### src/hw/rtl/mlfq_pkg.sv
// Shared types and constants of the feedback queue scheduler.
`default_nettype none
package mlfq_pkg;
    localparam int SLOTS = 64;
    localparam int SLOT_W = $clog2(SLOTS);
    localparam int COUNT_WIDTH = 16;
    localparam logic [COUNT_WIDTH-1:0] CNT_MAX = '1;
    localparam logic [31:0] U32_MAX = 32'hFFFF_FFFF;
    localparam int ENTRY_W = 2 + 2 + 2 + 1 + COUNT_WIDTH + COUNT_WIDTH + 32 + 32 + 32;

    localparam logic [2:0] MODE_TICK     = 3'd0;
    localparam logic [2:0] MODE_CREATE   = 3'd1;
    localparam logic [2:0] MODE_READY    = 3'd2;
    localparam logic [2:0] MODE_DISPATCH = 3'd3;
    localparam logic [2:0] MODE_BLOCK    = 3'd4;
    localparam logic [2:0] MODE_EXIT     = 3'd5;

    localparam logic [1:0] ST_FREE  = 2'd0;
    localparam logic [1:0] ST_READY = 2'd1;
    localparam logic [1:0] ST_RUN   = 2'd2;
    localparam logic [1:0] ST_BLOCK = 2'd3;

    localparam logic [1:0] ERR_OK    = 2'd0;
    localparam logic [1:0] ERR_SLOT  = 2'd1;
    localparam logic [1:0] ERR_NORUN = 2'd2;

    localparam logic [2:0] CFG_AGING = 3'd4;

    typedef struct packed {
        logic [1:0]             status;
        logic [1:0]             level;
        logic [1:0]             kind;
        logic                   queued;
        logic [COUNT_WIDTH-1:0] burst;
        logic [COUNT_WIDTH-1:0] waitc;
        logic [31:0]            iowait;
        logic [31:0]            entry;
        logic [31:0]            seq;
    } entry_t;

    // Datapath operations issued by the controller.
    typedef enum logic [3:0] {
        OP_NONE,
        OP_LOAD,       // latch the input item
        OP_RD,         // read the entry at the scan index
        OP_TICK_UPD,   // counter update of the read entry, write back
        OP_RUN_RD,     // read the running entry
        OP_RUN_CHK,    // quantum check of the running entry
        OP_AGE_UPD,    // aging of the read entry, write back
        OP_SCAN_CMP,   // compare read entry against best so far
        OP_BEST_RD,    // read the entry that won the scan
        OP_DISP_WR,    // write the winner as running
        OP_SLOT_RD,    // read the entry at the latched slot, or the running one for block
        OP_SLOT_EXEC,  // create, ready, exit or block on that entry
        OP_FINISH      // present the result
    } op_t;

    typedef struct packed {
        op_t             op;
        logic [SLOT_W-1:0] idx;
        logic [1:0]      lvl;
    } cmd_t;

    typedef struct packed {
        logic [2:0] mode;
        logic       run_valid;
        logic       have_best;
    } stat_t;

    function automatic logic [31:0] sat_inc32(input logic [31:0] v);
        return (v == U32_MAX) ? v : v + 32'd1;
    endfunction

    function automatic logic [COUNT_WIDTH-1:0] sat_inc_cnt(input logic [COUNT_WIDTH-1:0] v);
        return (v == CNT_MAX) ? v : v + COUNT_WIDTH'(1);
    endfunction

    function automatic logic is_exempt(input logic [1:0] k);
        return (k == 2'd1) || (k == 2'd2);
    endfunction
endpackage
`default_nettype wire

### src/hw/rtl/mlfq_ctrl.sv
// Sequencer that steps through each scheduler event, walking the slot table for tick and dispatch.
`default_nettype none
module mlfq_ctrl
    import mlfq_pkg::*;
(
    input  wire logic  clk,
    input  wire logic  rst_n,
    input  wire logic  start,
    input  wire logic  done,
    output      logic  busy,
    output      cmd_t  cmd,
    input  wire stat_t stat
);
    typedef enum logic [3:0] {
        S_IDLE, S_DECODE,
        S_TK_RD, S_TK_UPD, S_RUN_RD, S_RUN_CHK, S_AG_RD, S_AG_UPD,
        S_SC_RD, S_SC_CMP, S_DP_RD, S_DP_WR,
        S_SL_RD, S_SL_EXEC, S_FIN, S_OUT
    } state_t;

    state_t            state_reg;
    logic [SLOT_W-1:0] idx_reg;
    logic [1:0]        lvl_reg;
    logic              last;

    assign last = (idx_reg == SLOT_W'(SLOTS - 1));
    assign busy = (state_reg != S_IDLE);

    always_comb
    begin
        cmd = '{op: OP_NONE, idx: idx_reg, lvl: lvl_reg};
        case (state_reg)
            S_IDLE:    if (start) cmd.op = OP_LOAD;
            S_TK_RD, S_AG_RD, S_SC_RD: cmd.op = OP_RD;
            S_TK_UPD:  cmd.op = OP_TICK_UPD;
            S_RUN_RD:  cmd.op = OP_RUN_RD;
            S_RUN_CHK: cmd.op = OP_RUN_CHK;
            S_AG_UPD:  cmd.op = OP_AGE_UPD;
            S_SC_CMP:  cmd.op = OP_SCAN_CMP;
            S_DP_RD:   cmd.op = OP_BEST_RD;
            S_DP_WR:   cmd.op = OP_DISP_WR;
            S_SL_RD:   cmd.op = OP_SLOT_RD;
            S_SL_EXEC: cmd.op = OP_SLOT_EXEC;
            S_FIN:     cmd.op = OP_FINISH;
            default:   cmd.op = OP_NONE;
        endcase
    end

    always_ff @(posedge clk or negedge rst_n)
    begin
        if (!rst_n)
        begin
            state_reg <= S_IDLE;
            idx_reg   <= '0;
            lvl_reg   <= '0;
        end
        else
        begin
            case (state_reg)
                S_IDLE:
                if (start)
                begin
                    state_reg <= S_DECODE;
                    idx_reg   <= '0;
                    lvl_reg   <= '0;
                end
                S_DECODE:
                case (stat.mode)
                    MODE_TICK:     state_reg <= S_TK_RD;
                    MODE_DISPATCH: state_reg <= stat.run_valid ? S_SL_EXEC : S_SC_RD;
                    MODE_CREATE, MODE_READY, MODE_EXIT: state_reg <= S_SL_RD;
                    MODE_BLOCK:    state_reg <= stat.run_valid ? S_SL_RD : S_SL_EXEC;
                    default:       state_reg <= S_FIN;
                endcase
                S_TK_RD:  state_reg <= S_TK_UPD;
                S_TK_UPD:
                begin
                    idx_reg <= idx_reg + SLOT_W'(1);
                    state_reg <= last ? (stat.run_valid ? S_RUN_RD : S_AG_RD) : S_TK_RD;
                end
                S_RUN_RD:  state_reg <= S_RUN_CHK;
                S_RUN_CHK: state_reg <= S_AG_RD;
                S_AG_RD:   state_reg <= S_AG_UPD;
                S_AG_UPD:
                begin
                    idx_reg <= idx_reg + SLOT_W'(1);
                    state_reg <= last ? S_FIN : S_AG_RD;
                end
                S_SC_RD:  state_reg <= S_SC_CMP;
                S_SC_CMP:
                begin
                    idx_reg <= idx_reg + SLOT_W'(1);
                    if (last)
                    begin
                        if (stat.have_best)
                            state_reg <= S_DP_RD;
                        else if (lvl_reg == 2'd3)
                            state_reg <= S_FIN;
                        else
                        begin
                            lvl_reg   <= lvl_reg + 2'd1;
                            state_reg <= S_SC_RD;
                        end
                    end
                    else
                        state_reg <= S_SC_RD;
                end
                S_DP_RD:   state_reg <= S_DP_WR;
                S_DP_WR:   state_reg <= S_FIN;
                S_SL_RD:   state_reg <= S_SL_EXEC;
                S_SL_EXEC: state_reg <= S_FIN;
                S_FIN:     state_reg <= S_OUT;
                S_OUT:     if (done) state_reg <= S_IDLE;
                default:   state_reg <= S_IDLE;
            endcase
        end
    end
endmodule
`default_nettype wire

### config.mk
export PLATFORM = sky130hd
export DESIGN_NAME = mlfq_ctrl
export DESIGN_NICKNAME = d
export VERILOG_FILES = /design/src/hw/rtl/mlfq_pkg.sv /design/src/hw/rtl/mlfq_ctrl.sv
export SDC_FILE = /design/constraint.sdc
export NUM_CORES = 1
export LEC_CHECK = 0
export BUFFER_PORTS_ARGS = -buffer_cell sky130_fd_sc_hd__buf_2
export CORE_MARGIN = 3
export CORE_UTILIZATION = 50
export DETAILED_ROUTE_END_ITERATION = 8
export MAX_ROUTING_LAYER = met4
export PLACE_DENSITY = 0.76
export REMOVE_ABC_BUFFERS = 1
export SLEW_MARGIN = 20
export SYNTH_ARGS = -nofsm -noshare
export SYNTH_HDL_FRONTEND = slang
export SYNTH_SLANG_ARGS = --single-unit
### constraint.sdc
create_clock -name clk -period 1.8 [get_ports clk]
set_input_delay 0 -clock clk [delete_from_list [all_inputs] [get_ports clk]]
set_output_delay 0 -clock clk [all_outputs]
set_load 0.03 [all_outputs]
==> results of run 1 <==
## final cells by class
| cell class | instances | area [µm²] |
|---|---|---|
| fillers | 147 | 543 |
| repair buffers | 27 | 153 |
| flip-flops and latches | 12 | 300 |
| clock buffers | 3 | 22.5 |
| multi-input cells | 75 | 480 |
| inverters | 6 | 22.5 |
| well taps | 16 | 20.0 |
## per-stage QoR
| stage | power (mW) | util [%] | hold WS [ns] | area (µm²) |
|---|---|---|---|---|
| 5_1_grt | 1.99 | 64.8 | 0.0358 | 998 |
| 3_3_place_gp | 1.66 | 62.7 | -0.110 | 966 |
| 3_5_place_dp | 1.68 | 62.7 | -0.109 | 966 |
| 4_1_cts | 1.84 | 64.8 | 0.0309 | 998 |
| 6_report | 1.84 | 64.8 | 0.0344 | 998 |
| 2_1_floorplan | 1.30 | - | -0.296 | 803 |
## where the power goes
group,total [mW],internal (mW),switching (mW)
sequential,0.571,0.383,0.188
clock,0.159,0.0773,0.0820
combinational,1.11,0.399,0.713
## cell usage in the layout (no fill, tap or decap), drive strengths merged, types with 2 or more instances in the layout
cell,netlist,final
and3,2,2
o21a,2,2
nand3,8,8
dfrtp,12,12
o21ai,7,7
o211ai,4,4
mux2i,2,2
ha,2,2
buf,5,26
o31ai,4,4
nor2,7,7
nand2,9,9
inv,6,6
a21oi,5,5
a31oi,2,2
clkbuf,1,3
and4,2,2
nor3,2,2
## cells by family (layout without fill, tap and decap cells)
group                      after synthesis  count (layout)
AOI/OAI and AO/OA                       33              33
and+or+nand+nor                         37              37
DFF                                     12              12
buffers and inverters                   12              36
muxes                                    2               2
xor gates and xnor gates                 1               1
adders and majority gates                2               2
## layer usage
metal	global-route usage (%)	share of wire, %	up-vias
met4	6.63	0.52	0
li1	-	-	428
met2	30.8	45	22
met1	25.4	49	384
met5	-	0	-
met3	8.05	5.4	2
## how the worst max path moves through the flow
| stage | endpoint | slack [ns] | cells after the start |
|---|---|---|---|
| 6_report | cmd[10] | 0.14 | 5 |
| 5_1_grt | cmd[10] | 0.01 | 5 |
| 4_1_cts | cmd[10] | 0.16 | 5 |
| 2_1_floorplan | idx_reg[3]$_DFFE_PN0P_ | -0.02 | 4 |
| 3_3_place_gp | idx_reg[3]$_DFFE_PN0P_ | 0.32 | 5 |
| 3_5_place_dp | idx_reg[3]$_DFFE_PN0P_ | 0.29 | 5 |
==> flow_results.org, run 1 <==
** STA
- Timing would allow up to approximately 600 MHz.
- RSZ-0062 raised after global routing :: no
- Headroom to the max-slew limit :: approximately 74%
- In the final timing run, aggregate negative setup slack is 0 ns.
- Final min period :: between 1.5 and 2 ns
- The count of final max-slew check failures came to 0.
- Worst path setup slack after routing :: 0.135 ns
- The final critical path takes up between 90% and 100% of the cycle.
- Transition time at the pin with the least slew margin :: between 0.3 and 0.4 ns
- Layout Skew :: ~0.012 ns
- The final hold violation count was 0.
- Setup violations remaining at the end of the flow were counted as 0.

** Drt
- Wires add up to just under 2000 µm.
- Summing over every cut layer, the via total after detailed routing is between 800 and 900.
- For this block, the initial DRC count from the detailed router was 29.
- Pre-Repair DR Iteration Count :: 4
- In the routed layout, each cell is associated on average with a via count of about 6.0.
- Number of routed nets with antenna violations :: 0
- Wire length per cell after detailed routing :: approximately 14 µm
- DRC errors left :: 0

** Clock tree
- TritonCTS created 3 clock buffers.
- CTS saw 12 sinks.
- Setup Fix Bufs, Post-CTS :: 0
- Cell chosen for the clock root :: clkbuf_4
- CTS built an H-tree with a depth of 1.
- Clk Latency, worst-skew pair :: roughly 0.27 ns
- Post_cts resized :: 0
- The number of hold buffers added after CTS was 1.
- Clock-pin slew of the registers on the worst-case setup and hold paths :: 0.06 ns
- TritonCTS built the clock tree.
- Maximum buffer depth of the clock tree :: 2

** Synthesis
- Cell with the most instances after synthesis :: dfrtp_1
- Summing the areas of all xor and xnor instances in the mapped netlist gives around 1.1% of the synthesized area.
- In the post-synthesis netlist, the biggest area contributors are dfrtp_1 36%, nand3_1 4.8%, o21ai_0 4.2%.
- Simple-gate portion of the synthesized area :: about a quarter
- The cell area that synthesis handed to floorplanning was slightly above 800 µm².
- Yosys top cell area share :: 36.2%
- Largest family of logic cells by synthesized area :: compound AO/OA/AOI/OAI gates
- Number of distinct library cell variants in the gate-level netlist after synthesis :: 36
- The commonest cells after synthesis are 12 x dfrtp_1, 9 x nand2_1, 8 x nand3_1.
- For this run, the register share of the synthesized area comes to 36.2%.
- Counting every instance in the synthesized netlist gives between 90 and 100.
- EDFF count, synth :: 0
- The synthesized design contains 12 register bits.
- For this run, asynchronously set or reset flops after synthesis account for 100%.
- Average instance area after synthesis :: roughly 8.4 µm²
- The biggest area contributor in the post-synthesis netlist is dfrtp_1.
- Compound-cell area share of the yosys netlist :: 27.9%
- Post-synthesis share of cell area spent on full adders, half adders and majority gates :: roughly 3.0%
- Warnings from Yosys :: 0
- Most used flip-flop cell after synthesis :: dfrtp_1
- Multiplexer area fraction after synthesis :: roughly 2.4%

** Die
- After floorplanning, the core was divided into 14 placement rows.
- The die is 46.7 µm wide.
- The floorplan step defined a core boundary enclosing between 0.0015 and 0.002 mm².
- Ports :: 22
- The floorplan step set the die height to 46.7 µm.
- Area enclosed by the die boundary :: 0.00218 mm²
- Starting Density :: between 50 and 60%

** Final layout
- Number of flip-flops in the largest register :: 6
- Final #Nets :: about 140
- For this run, the number of standard cells in the final layout without fillers is around 140.
- The post-route netlist has around 25% of its cells at a drive strength greater than 1.
- Compared with the post-synthesis result, the final layout area differs by 20.4%.
- Number of inserted diodes :: 0

** Critical path
- Start point of the critical path :: state_reg[3]$_DFFE_PN0P_
- R2r endpoint :: idx_reg[3]$_DFFE_PN0P_
- The worst register-to-register path has a depth of 5.
- Data on the critical path arrives at its endpoint at approximately 1.7 ns.
- Cell chain of the critical path :: inv_1 > nor2_1 > a21oi_1 > o22ai_1 > buf_2
- The critical path is of the register to primary output type.
- CP endpoint kind :: primary output
- Critical Path Max Stage Delay :: approximately 0.57 ns
- Counting both buffers and inverters, the worst setup path holds a total of 2.
- Peak fanout along the critical path :: 12
- For the worst setup path, the data required time is 1.80 ns.
- The worst register-to-register path begins at state_reg[3]$_DFFE_PN0P_.
- On the critical path, the stage with the largest delay is an instance of dfrtp_1.
- Crit-path leading delay family :: flip-flops
- Setup slack, reg-to-reg :: between 0.2 and 0.3 ns
- Kind of start point of the critical path :: register

** Status
- Outcome :: finished, final reports clean

** Global route
- Maximum number of pins on one net before global-route repair :: 13
- The number of global-route vias before repair was 712.
- The first global-routing pass estimated between 3000 and 4000 µm of wire.
- Initial antenna violation count :: 0
- Overflow left after global routing :: 0
- Total Routing Usage GR :: approximately a fifth

** Job
- Max-cap violations in this run came to 0.

** Placement
- OpenSTA, run right after detailed placement, puts the worst setup slack at 0.285 ns.
- Cell Count Post-Placement :: between 100 and 150
- GP Congestion :: 0.902
- Half-perimeter wire length after detailed placement :: roughly 1500 µm
- In this run the tool buffered the top-level ports with 21 buffer cells.

** Hold path
- The worst hold path terminates at state_reg[0]$_DFFE_PN0P_.
- The startpoint identified for the worst hold timing path is start.
- The worst hold path belongs to the class input port to register.
- Depth of the worst hold-timing path :: 2

** Pwr
- For this design the static power due to leakage is 0.441 nW.
- Largest vdd supply drop :: slightly below 0.0009 V
- Total power divided by cell area :: 1850 mW/mm²
(Power assumes the default switching activity.)
==> inputs of run 2 (changes only) <==
--- a/config.mk
+++ b/config.mk
@@ -6,6 +6,7 @@
 export NUM_CORES = 1
 export LEC_CHECK = 0
 export BUFFER_PORTS_ARGS = -buffer_cell sky130_fd_sc_hd__buf_2
+export CORE_ASPECT_RATIO = 0.8
 export CORE_MARGIN = 3
 export CORE_UTILIZATION = 50
 export DETAILED_ROUTE_END_ITERATION = 8
==> flow_results.org, run 2 (same netlist as run 1, synthesis figures left out) <==
** STA
- Layout Skew :: 0.00223 ns (-0.00974 ns)
- The post-route minimum period is 1.58 ns (-0.0866 ns).
- Setup repair after global routing left no endpoint under its margin.
- The count of final max-slew check failures came to 0 (unchanged).
- Final count of hold timing violations :: 0 (unchanged)
- Final period util :: 87.7% (-4.8 points)
- Setup TNS :: 0 ns (unchanged)
- The measured slew at the worst slew-check pin was 0.350 ns (-0.0372 ns).
- Headroom to the max-slew limit :: 76.3% (+2.2 points)
- The minimum hold slack came to 0.0538 ns (+0.0193 ns).
- Final number of setup-violating endpoints :: 0 (unchanged)
- Worst path setup slack after routing :: 0.222 ns (+0.0866 ns)
- Max Freq :: 634 MHz (+5.5%)

** Pwr
- Largest vdd supply drop :: 0.00125 V (+44%)
- The power spent charging and discharging nets is 1.01 mW (+2.3%).
- The leakage power total came to 0.451 nW (+2.4%).
- Sum of internal, switching and leakage power :: 1.91 mW (+3.9%)
- The portion of total power attributed to the clock network is 11.3% (+2.7 points).
- The share of power burned in combinational logic came to 59.1% (-1.3 points).
- Internal power :: 0.908 mW (+5.7%)
- Total power divided by cell area :: 1860 mW/mm² (+0.71%)
- The sequential fraction of design power is 29.6% (-1.4 points).
- Switching share of total power :: 52.5% (-0.81 points)

** Final layout
- Area of the multi-input gates :: 480 µm² (unchanged)
- Number of inserted diodes :: 0 (unchanged)
- Most common library cell in the layout ignoring fill and taps :: buf_2
- Final #Nets :: 137 (+0.74%)
- Final design area excluding fillers :: 0.00103 mm² (+3.1%)
- The combined flip-flop and latch cell area is 302 µm² (+0.42%).
- The post-layout utilization of the core came to 70.0% (+5.2 points).
- The top cell types in the final layout, fill and taps aside, are 21 x buf_2, 11 x dfrtp_1, 9 x nand2_1, 8 x nand3_1.
- The share of layout cells above drive strength 1 is 26.4% (+1.2 points).
- The fill cell total of the finished layout was 129 (-12%).
- Non-Filler Instances :: 146 (+5.0%)
- The flip-flop count of the largest register, all copies and words added was 6 (unchanged).
- Relative to the synthesized area, the layout overhead comes to 24.1%.

** Global route
- Most Used Layer, Global Route :: met2
- Total Routing Usage GR :: 22.6% (+2.0 points)
- Met1 usage :: 31.5% (+6.1 points)
- The first-pass GRT wire length came to 3590 µm (+18%).
- The initial antenna violation count was 0 (unchanged).
- The met2 routing resource usage after global routing is 32.5% (+1.7 points).
- Number of global-route vias before repair :: 755 (+6.0%)
- Maximum number of pins on one net before global-route repair :: 13 (unchanged)
- Overflow left after global routing :: 0 (unchanged)
- Global-route track usage on met3 :: 7.47% (-0.57 points)

** Placement
- Port Buffer Count :: 21 (unchanged)
- The total cell area at the placement stage came to 972 µm² (+0.65%).
- Setup Slack @ Placement :: 0.269 ns (-0.0167 ns)
- The routability-driven placement congestion ratio came to 0.904 (+0.24%).
- The estimated wirelength of the detail-placed design came to 1600 µm (+9.0%).
- Cell Count Post-Placement :: 140 (+3.7%)

** Critical path
- Depth of the most critical reg-to-reg path :: 5 (unchanged)
- Critical Path AT :: 1.58 ns (-0.08 ns)
- Cell chain of the critical path :: nor2_1 > buf_4 > o32ai_1 > buf_2
- STA classifies the critical path endpoint as a primary output.
- Launch point of the worst reg-to-reg path :: state_reg[1]$_DFFE_PN0P_
- Setup slack, reg-to-reg :: 0.28 ns (+0.02 ns)
- The cell family contributing the most delay on the critical path is flip-flops.
- Critical Path Max Stage Delay :: 0.51 ns (-0.06 ns)
- Standard cell with the maximum stage delay on the critical path :: dfrtp_1
- The critical path buffer and inverter count was 2 (unchanged).
- The worst setup path is launched from a register.
- The endpoint identified for the worst register-to-register timing path is idx_reg[3]$_DFFE_PN0P_.
- The biggest fanout along the worst timing path is 9 (-3).
- The data required time of the worst path is 1.80 ns (about the same).
- The critical path in this run is classified as register to primary output.

** Hold path
- In this run the worst hold path is classified as input port to register.
- In this run the most critical hold path is launched from stat[0].
- Depth of the worst hold-timing path :: 3 (+1)
- Sink of the worst hold path :: state_reg[1]$_DFFE_PN0P_

** Clock tree
- The root buffer cell chosen for the clock tree is clkbuf_4.
- The latest clock arrival within the worst-skew pair is 0.28 ns (about the same).
- The maximum level of the CTS H-tree came to 1 (unchanged).
- The clock transition at the register clock pins on the worst setup and hold paths after CTS was 0.07 ns (about the same).
- Setup Fix Bufs, Post-CTS :: 0 (unchanged)
- Maximum buffer depth of the clock tree :: 2 (unchanged)
- The TritonCTS buffer count came to 3 (unchanged).
- TritonCTS built the clock tree.
- Total clock sinks :: 12 (unchanged)

** Drt
- Number of vias in the routed layout :: 876 (+4.8%)
- DRC errors left :: 0 (unchanged)
- Wire length per cell after detailed routing :: 14.5 µm (+4.9%)
- The DRC marker count from the first detailed-route iteration was 28 (-3.4%).
- The number of vias per cell is 6.00 (-0.24%).
- Routed wire length :: 2120 µm (+10%)
- Number of routed nets with antenna violations :: 0 (unchanged)
- The total iterations of the first detailed-routing run was 4 (unchanged).

** Die
- The number of I/O pins was 22 (unchanged).
- The core outline area is 0.00147 mm² (-4.5%).
- Die X-Extent :: 51.5 µm (+10%)
- Area enclosed by the die boundary :: 0.00219 mm² (+0.14%)
- The overall die height came to 42.4 µm (-9.2%).
- Number of placement rows :: 12 (-2)
- Starting Density :: 56.4% (+2.6 points)

** Job
- The count of maximum capacitance violations came to 0 (unchanged).

** Status
- Outcome :: finished, final reports clean
-- run 2: worst max path at each step --
stage                                         from                     end  slack, ns  cells past startpoint
after CTS                 state_reg[3]$_DFFE_PN0P_                 cmd[10]       0.12                      5
final                     state_reg[2]$_DFFE_PN0P_                  cmd[8]       0.22                      4
after global placement    state_reg[3]$_DFFE_PN0P_  idx_reg[3]$_DFFE_PN0P_       0.32                      5
after floorplan           state_reg[1]$_DFFE_PN0P_  idx_reg[3]$_DFFE_PN0P_      -0.02                      4
after detailed placement  state_reg[3]$_DFFE_PN0P_  idx_reg[3]$_DFFE_PN0P_       0.27                      5
after global routing      state_reg[3]$_DFFE_PN0P_                 cmd[10]       0.09                      5
-- run 2: timing repair --
item,in CTS,in global routing
hold buffers,2,0
endpoints found under the setup margin,0,1
resized for setup,0,1
hold endpoints to repair,13,0
-- run 2: routing by layer --
| layer | wire [µm] | up-vias |
|---|---|---|
| met5 | 0 | - |
| met4 | 0 | 0 |
| met3 | 150 | 0 |
| met2 | 967 | 30 |
| met1 | 1000 | 419 |
| li1 | - | 427 |
-- run 2: power by group through the flow --
stage	combinational (mW)	sequential [mW]	clock [mW]
after detailed placement	1.12	0.562	0
after global placement	1.11	0.551	0
after global routing	1.24	0.591	0.234
after CTS	1.13	0.559	0.219
final	1.13	0.567	0.217
after floorplan	0.597	0.703	0
-- run 2: layout make-up --
type | count | area share (%)
multi-input combinational | 75 | 46.7
inverter | 6 | 2.19
sequential | 12 | 29.3
clock buffer | 4 | 3.52
timing repair buffer | 28 | 15.8
tap | 21 | 2.55
-- run 2: tightest hold or removal path, stage by stage --
cell and delay (ns):
buf_2 0.09, nor2_1 0.06, o211ai_1 0.14
